### src/vtr_pkg.sv
`timescale 1ns / 1ps
// vtr_pkg: types, widths and constants shared by the voigt rotation pipeline
// depends on nothing; used by every module in src

package vtr_pkg;

    // field and datapath widths
    localparam int Q_W   = 16;            // signed q2.14 matrix entry
    localparam int D_W   = 24;            // signed vector component
    localparam int P_W   = 2 * Q_W;       // entry times entry, q4.28
    localparam int C_W   = P_W + 1;       // voigt coefficient, doubled or summed
    localparam int T_W   = C_W + D_W;     // coefficient times component
    localparam int PS_W  = T_W + 1;       // sum of two terms
    localparam int S_W   = T_W + 3;       // exact sum of six terms
    localparam int FRAC  = 28;            // fraction bits of the sum
    localparam int RES_W = S_W - FRAC;    // integer part of the sum
    localparam int ROW_W = 3 * Q_W;       // one packed matrix row
    localparam int CFG_IDX_W = 2;

    localparam logic [S_W-1:0] ROUND_HALF = S_W'(1) << (FRAC - 1);

    // reset matrix is the identity
    localparam logic [ROW_W-1:0] ROT_ROW0_RST = 48'h0000_0000_4000;
    localparam logic [ROW_W-1:0] ROT_ROW1_RST = 48'h0000_4000_0000;
    localparam logic [ROW_W-1:0] ROT_ROW2_RST = 48'h4000_0000_0000;

    // voigt index pairs, order 11 22 33 12 13 23
    localparam logic [5:0][1:0] PAIR_M = {2'd1, 2'd0, 2'd0, 2'd2, 2'd1, 2'd0};
    localparam logic [5:0][1:0] PAIR_N = {2'd2, 2'd2, 2'd1, 2'd2, 2'd1, 2'd0};

    typedef enum logic [CFG_IDX_W-1:0] {
        CFG_ROT_ROW0      = 2'd0,
        CFG_ROT_ROW1      = 2'd1,
        CFG_ROT_ROW2      = 2'd2,
        CFG_USE_TRANSPOSE = 2'd3
    } t_cfg_idx;

    typedef struct packed {
        logic                  mode;
        logic signed [D_W-1:0] comp_11;
        logic signed [D_W-1:0] comp_22;
        logic signed [D_W-1:0] comp_33;
        logic signed [D_W-1:0] comp_12;
        logic signed [D_W-1:0] comp_13;
        logic signed [D_W-1:0] comp_23;
    } t_in;

    typedef struct packed {
        logic signed [D_W-1:0] out_11;
        logic signed [D_W-1:0] out_22;
        logic signed [D_W-1:0] out_33;
        logic signed [D_W-1:0] out_12;
        logic signed [D_W-1:0] out_13;
        logic signed [D_W-1:0] out_23;
        logic                  saturated;
    } t_out;

    typedef logic [2:0][2:0][Q_W-1:0] t_mat;     // [row][col]
    typedef logic [5:0][D_W-1:0]      t_vec;     // voigt components
    typedef logic [5:0][5:0][C_W-1:0] t_coef;    // [out][in]
    typedef logic [5:0][2:0][PS_W-1:0] t_psum;   // [out][pair]

endpackage

### src/vtr_round.sv
`timescale 1ns / 1ps
// vtr_round: last stage, final sum, round half up, saturate, output register
// depends on vtr_pkg

module vtr_round (
    input  logic           i_clk,
    input  logic           i_rst_n,
    input  logic           i_valid,
    output logic           o_ready,
    input  vtr_pkg::t_psum i_psum,
    output logic           o_valid,
    input  logic           i_ready,
    output vtr_pkg::t_out  o_data
);

    localparam logic signed [vtr_pkg::D_W-1:0] OUT_MAX = {1'b0, {(vtr_pkg::D_W-1){1'b1}}};
    localparam logic signed [vtr_pkg::D_W-1:0] OUT_MIN = {1'b1, {(vtr_pkg::D_W-1){1'b0}}};

    logic                      r_valid;
    logic                      n_en;
    logic [vtr_pkg::S_W-1:0]   n_sum [6];
    logic [vtr_pkg::RES_W-1:0] n_res [6];
    logic [vtr_pkg::D_W-1:0]   n_val [6];
    logic [5:0]                n_clip;
    vtr_pkg::t_out             n_data;
    vtr_pkg::t_out             r_data;

    assign n_en    = !r_valid || i_ready;
    assign o_ready = n_en;
    assign o_valid = r_valid;
    assign o_data  = r_data;

    for (genvar gi = 0; gi < 6; gi++) begin : g_out
        assign n_sum[gi] = vtr_pkg::S_W'($signed(i_psum[gi][0]))
                         + vtr_pkg::S_W'($signed(i_psum[gi][1]))
                         + vtr_pkg::S_W'($signed(i_psum[gi][2]))
                         + vtr_pkg::ROUND_HALF;
        // floor by dropping the fraction bits
        assign n_res[gi] = n_sum[gi][vtr_pkg::S_W-1:vtr_pkg::FRAC];
        always_comb begin
            n_clip[gi] = 1'b0;
            n_val[gi]  = n_res[gi][vtr_pkg::D_W-1:0];
            if (n_res[gi][vtr_pkg::RES_W-1] &&
                !(&n_res[gi][vtr_pkg::RES_W-2:vtr_pkg::D_W-1])) begin
                n_clip[gi] = 1'b1;
                n_val[gi]  = OUT_MIN;
            end else if (!n_res[gi][vtr_pkg::RES_W-1] &&
                         (|n_res[gi][vtr_pkg::RES_W-2:vtr_pkg::D_W-1])) begin
                n_clip[gi] = 1'b1;
                n_val[gi]  = OUT_MAX;
            end
        end
    end

    always_comb begin
        n_data.out_11    = n_val[0];
        n_data.out_22    = n_val[1];
        n_data.out_33    = n_val[2];
        n_data.out_12    = n_val[3];
        n_data.out_13    = n_val[4];
        n_data.out_23    = n_val[5];
        n_data.saturated = |n_clip;
    end

    always_ff @(posedge i_clk) begin
        if (!i_rst_n) begin
            r_valid <= 1'b0;
        end else if (n_en) begin
            r_valid <= i_valid;
        end
    end

    always_ff @(posedge i_clk) begin
        if (n_en) begin
            r_data <= n_data;
        end
    end

endmodule

### config.mk
export PLATFORM = sky130hd
export DESIGN_NAME = vtr_round
export DESIGN_NICKNAME = d
export VERILOG_FILES = /design/src/vtr_pkg.sv /design/src/vtr_round.sv
export SDC_FILE = /design/constraint.sdc
export NUM_CORES = 2
export LEC_CHECK = 0
export BUFFER_PORTS_ARGS = -buffer_cell sky130_fd_sc_hd__clkbuf_2
export CORE_AREA = 2 2 462 464
export CTS_CLUSTER_SIZE = 25
export DETAILED_ROUTE_END_ITERATION = 7
export DIE_AREA = 0 0 464 466
export PLACE_DENSITY = 0.39
export SKIP_LAST_GASP = 1
export SLEW_MARGIN = 20
export SYNTH_ARGS = -nofsm -noshare
export SYNTH_HDL_FRONTEND = slang
export SYNTH_SLANG_ARGS = --single-unit
### constraint.sdc
create_clock -name i_clk -period 6.49 [get_ports i_clk]
set_input_delay 0.649 -clock i_clk [delete_from_list [all_inputs] [get_ports i_clk]]
set_output_delay 0.649 -clock i_clk [all_outputs]
set_load 0.02 [all_outputs]
# [Yosys cells after proc, flatten, opt, wreduce, memory -nomap -nowiden]
# Cells that the tools add are included.
[totals] out_inout_bits=147 input_bits=1048 ff_bits=146
[op_classes] n_reduce_logical=39 n_addsub=18 mux=18
[ops] operator="$add 59x58->60" count=6
[ops] operator="$add 60x28->60 const B" count=6
[ops] operator="$add 58x58->59" count=6
[ops] operator="$mux 24" count=6
[ops] operator="$reduce_and 8->1" count=6
[ops] operator="$reduce_or 8->1" count=6
[ops] operator="$logic_not 1->1" count=13
[ops] operator="$logic_and 1x1->1" count=12
[ops] operator="$mux 1" count=12
[ops] operator="$reduce_or 6->1" count=1
[ops] operator="$logic_or 1x1->1" count=1

# [Depth between registers and ports, before layout]
[depth] ltp_word=8 ltp_mapped=20

# [Worst setup path after synthesis]
# Ideal clock, no wire load.
[synth_path] path_kind="input-to-reg" start="input port i_psum[387] in the netlist's numbering" end="register r_data, in the netlist o_data[0], data pin" arrival_time_ps=4907 required_ps=6218 path_stages=19 n_path_buf=1 slack_ps=1311 path_cell_list="inv_1 -> fa_1 -> inv_1 -> ha_1 -> ha_1 -> clkbuf_1 -> a21o_1 -> o21bai_1 -> a221o_1 -> a21o_1 -> a221o_1 -> a31o_2 -> a31oi_1 -> xor2_1 -> or2_2 -> nor4_1 -> a41o_1 -> nand4_1 -> or4b_1"
[synth_lines] item="start, declared" line="vtr_round.sv:10" source="input vtr_pkg::t_psum i_psum,"
[synth_lines] item="end signal, assigned" line="vtr_round.sv:75" source="r_data <= n_data;"
[synth_lines] item="end, declared" line="vtr_round.sv:26" source="vtr_pkg::t_out r_data;"

==> summary.md <==
| Metric | Value |
|---|---|
| Status | finished, final reports clean |
| Area of placed instances | 48400 um2 |
| Worst R2R Start | o_valid |
| Final WL | around 180000 um |
| Critical Path Fanout Max | 4 |
| R2r endpoint | o_valid |
| MaxCap Viol Count | 0 |
| Clock Power Share | 0.088 |
| Clk buf depth | 2 |
| Internal Power | ~5500 uW |
| GR Overflow Total | 0 |
| Final Setup Violations | 0 |
| Post-synth top cells | inv_1, ha_1, a21oi_1 |
| TritonCTS clock tree | yes |
| Post-synth EDFFs | between 100 and 150 |
| RSZ-0062 raised after global routing | no |
| Crit path required time | a little under 7000 ps |
| Vias | about 37000 |
| Critical Path End | o_data[0] |
| Post-synth top area share | 0.220 |
| Fin Clk Skew | slightly below 30 ps |
| Crit path launch type | primary input |
| Gate power share | 0.761 |
| Global-route wire length before repair | 260000 um |
| Area leader, netlist | ha_1 |
| ANT nets after route | 0 |
| Core Area | around 210000 um2 |
| Final slew viol count | 0 |
| Dpl ws | -324 ps |
| Worst slew pin tran | 877 ps |
| Vias in the first global route | between 30000 and 40000 |
| Slew headroom | 0.408 |
| Final Critical Period | 6120 ps |
| Crit-path cells | clkbuf_2 -> inv_1 -> fa_1 -> inv_1 -> ha_1 -> ha_1 -> a21o_1 -> a21o_1 -> a21oi_1 -> a2111oi_0 -> buf_4 -> o21ai_0 -> nand2_1 -> a31oi_1 -> xor2_1 -> or2_2 -> nor4_1 -> a41o_1 -> buf_4 -> nand4_1 -> or4b_1 |
| Most common cell in the netlist | inv_1 |
| Fmax | ~160 MHz |
| CP top delay family | simple AND/OR/NAND/NOR gates |
| Setup WS post-layout | around 370 ps |
| Initial DRC Count | 1784 |
| Post-synth cell types | 85 |
| Leak pwr | roughly 0.028 uW |
| Area delta synth->final | 25.8% |
| Sequential Area | 4370 um2 |
| DIE WIDTH | roughly 460 um |
| Drt pass-1 iters | 5 |
| Vias per inst | approximately 4.2 |
| Clock root buffer | clkbuf_16 |
| #FFs+latches synth | 146 |
| Initial antenna violation count | 40 |
| Power per Cell Area | approximately 250 nW/um2 |
| WP data arrival | about 6400 ps |
| DRC Markers | 0 |
| Worst-Skew Late Latency | around 550 ps |
| Synthesized area | 38900 um2 |
| Syn avg cell area | between 7 and 8 um2 |
| Setup bufs post-CTS | 0 |
| Hpwl dp | 165000 um |
| Die H | between 400 and 500 um |
| Num CTS Buffers | 17 |
| CP Class | primary input to flip-flop |
| Die area | about 220000 um2 |
| Sw frac | 0.551 |
| Crit path buf inv count | 5 |
| Hold path cells | 4 |
| Post-route cell area | 49000 um2 |
| Clock sink count | between 100 and 150 |
| Number of I/O port buffers | ~1200 |
| Wire length per cell | between 20 and 25 um |
| Pin count of the biggest net entering global routing | 94 |
| Beginning of the critical path | i_psum[356] |
| Part of the Yosys area used for sequential elements | 0.112 |
| Placer Congestion | between 0.9 and 1 |
| Initial core utilization | 0.184 |
| Hold/Removal Path Class | primary input to flip-flop |
| Critical-path top delay cell | o21ai_0 |
| FFs w/ async S/R, synth | 0 |
| Final Hold Viols | 0 |
| Core Rows | approximately 170 |
| Worst vdd rail ir drop | 0.244 mV |
| Synthesis Warnings | 0 |
| Post-CTS Hold Buffers | 0 |
| Post_cts resized | 0 |
| Synth Flop Type | edfxtp_1 |
| FF-to-FF setup slack | 4610 ps |
| Sequential share of power | 0.151 |
| Post-route clock period utilization | 0.943 |
| H-tree depth | 4 |
| CP max stage delay | approximately 670 ps |
| Synth top area cells | ha_1, fa_1, inv_1 |
| R2R cell count | 4 |
| Cells after Synth | 4945 |
| Crit. End Element | flip-flop |
| Clock Pin Slew Worst Setup and Hold Paths | approximately 80 ps |
| CP Depth | 21 |
| Post-Syn Nets | 7019 |
| Overall Global Routing Usage | 0.162 |
| Nets | about 8000 |
| Share of cells above drive strength 1 | 0.211 |
| Multi-input logic area | roughly 29000 um2 |
| P_sw | a little under 7000 uW |
| Total Neg Setup Slack | 0 ps |
| Final core utilization | 0.232 |
| I/O pin total | approximately 1200 |
| Fill cells | approximately 24000 |
==> kinds of logic (layout without fill, tap and decap cells) <==
kind of cell	Yosys count	count (layout)	share of synthesized area
buffers and inverters	1614	2784	0.156
multiplexers	3	3	0.000771
XOR/XNOR	176	176	0.0396
AO/OA/AOI/OAI	1129	1129	0.189
other	0	10	0
flip-flops	146	146	0.112
adder cells (fa/ha/maj)	1026	1026	0.396
AND/OR/NAND/NOR	851	851	0.106
==> worst min-delay path: stages <==
cell      delay, ps
clkbuf_2         80
inv_1            50
a21boi_1         60
buf_4           190
==> layout make-up <==
class	instances	area share
Multi-Input combinational cell	3185	0.582
Timing Repair Buffer	1229	0.128
Inverter	1523	0.117
Sequential cell	146	0.0893
Tap cell	2821	0.0721
Clock buffer	17	0.00869
Clock inverter	15	0.00253
Antenna cell	10	0.000511
==> metrics by stage <==
stage               power [uW]  hold slack, ps  cells
floorplan                 7650             788   4945
global placement         11400             954   8904
detailed placement       11300             951   8904
CTS                      12500             514   8936
global route             13500             537   8938
finish                   12300             583   8946
==> flip-flops by register name (all words and copies together) (netlist names) <==
register	count
o_data	145
o_valid	1
==> layout by cell type, fill, tap and decap left out, types with 33 or more instances in the layout <==
cell / instances
edfxtp_1: 145
nand4_1: 100
nor2_1: 202
buf_4: 33
clkbuf_2: 1194
fa_1: 342
o21bai_1: 39
inv_1: 1523
nand3_1: 78
a21oi_1: 370
o21a_1: 129
nand2_1: 229
ha_1: 684
o21ai_0: 174
a21o_1: 129
nor3_1: 53
xnor2_1: 100
xor2_1: 76
and3_1: 43
==> worst min-delay path by stage <==
| stage | end | from | slack [ps] |
|---|---|---|---|
| CTS | o_valid | i_valid | 510 |
| global route | o_valid | i_rst_n | 540 |
| finish | o_valid | i_valid | 580 |
| global placement | o_data[76] | o_valid | 950 |
| floorplan | o_valid | i_valid | 790 |
| detailed placement | o_data[76] | o_valid | 950 |
==> routing by layer <==
metal / GRT usage / up-vias / share of wire
li1: - / 18500 / -
met1: 0.214 / 17800 / 0.45
met2: 0.280 / 1139 / 0.48
met3: 0.0297 / 101 / 0.053
met4: 0.0228 / 14 / 0.013
met5: 0 / - / 0.00039
==> power groups by stage <==
| stage | clock, uW | combinational, uW | sequential, uW |
|---|---|---|---|
| 2_1_floorplan | 0 | 5300 | 2350 |
| 5_1_grt | 1170 | 10400 | 1910 |
| 3_3_place_gp | 0 | 9500 | 1890 |
| 6_report | 1080 | 9380 | 1860 |
| 4_1_cts | 1150 | 9510 | 1880 |
| 3_5_place_dp | 0 | 9410 | 1880 |
Power figures use the tool's default switching activity.
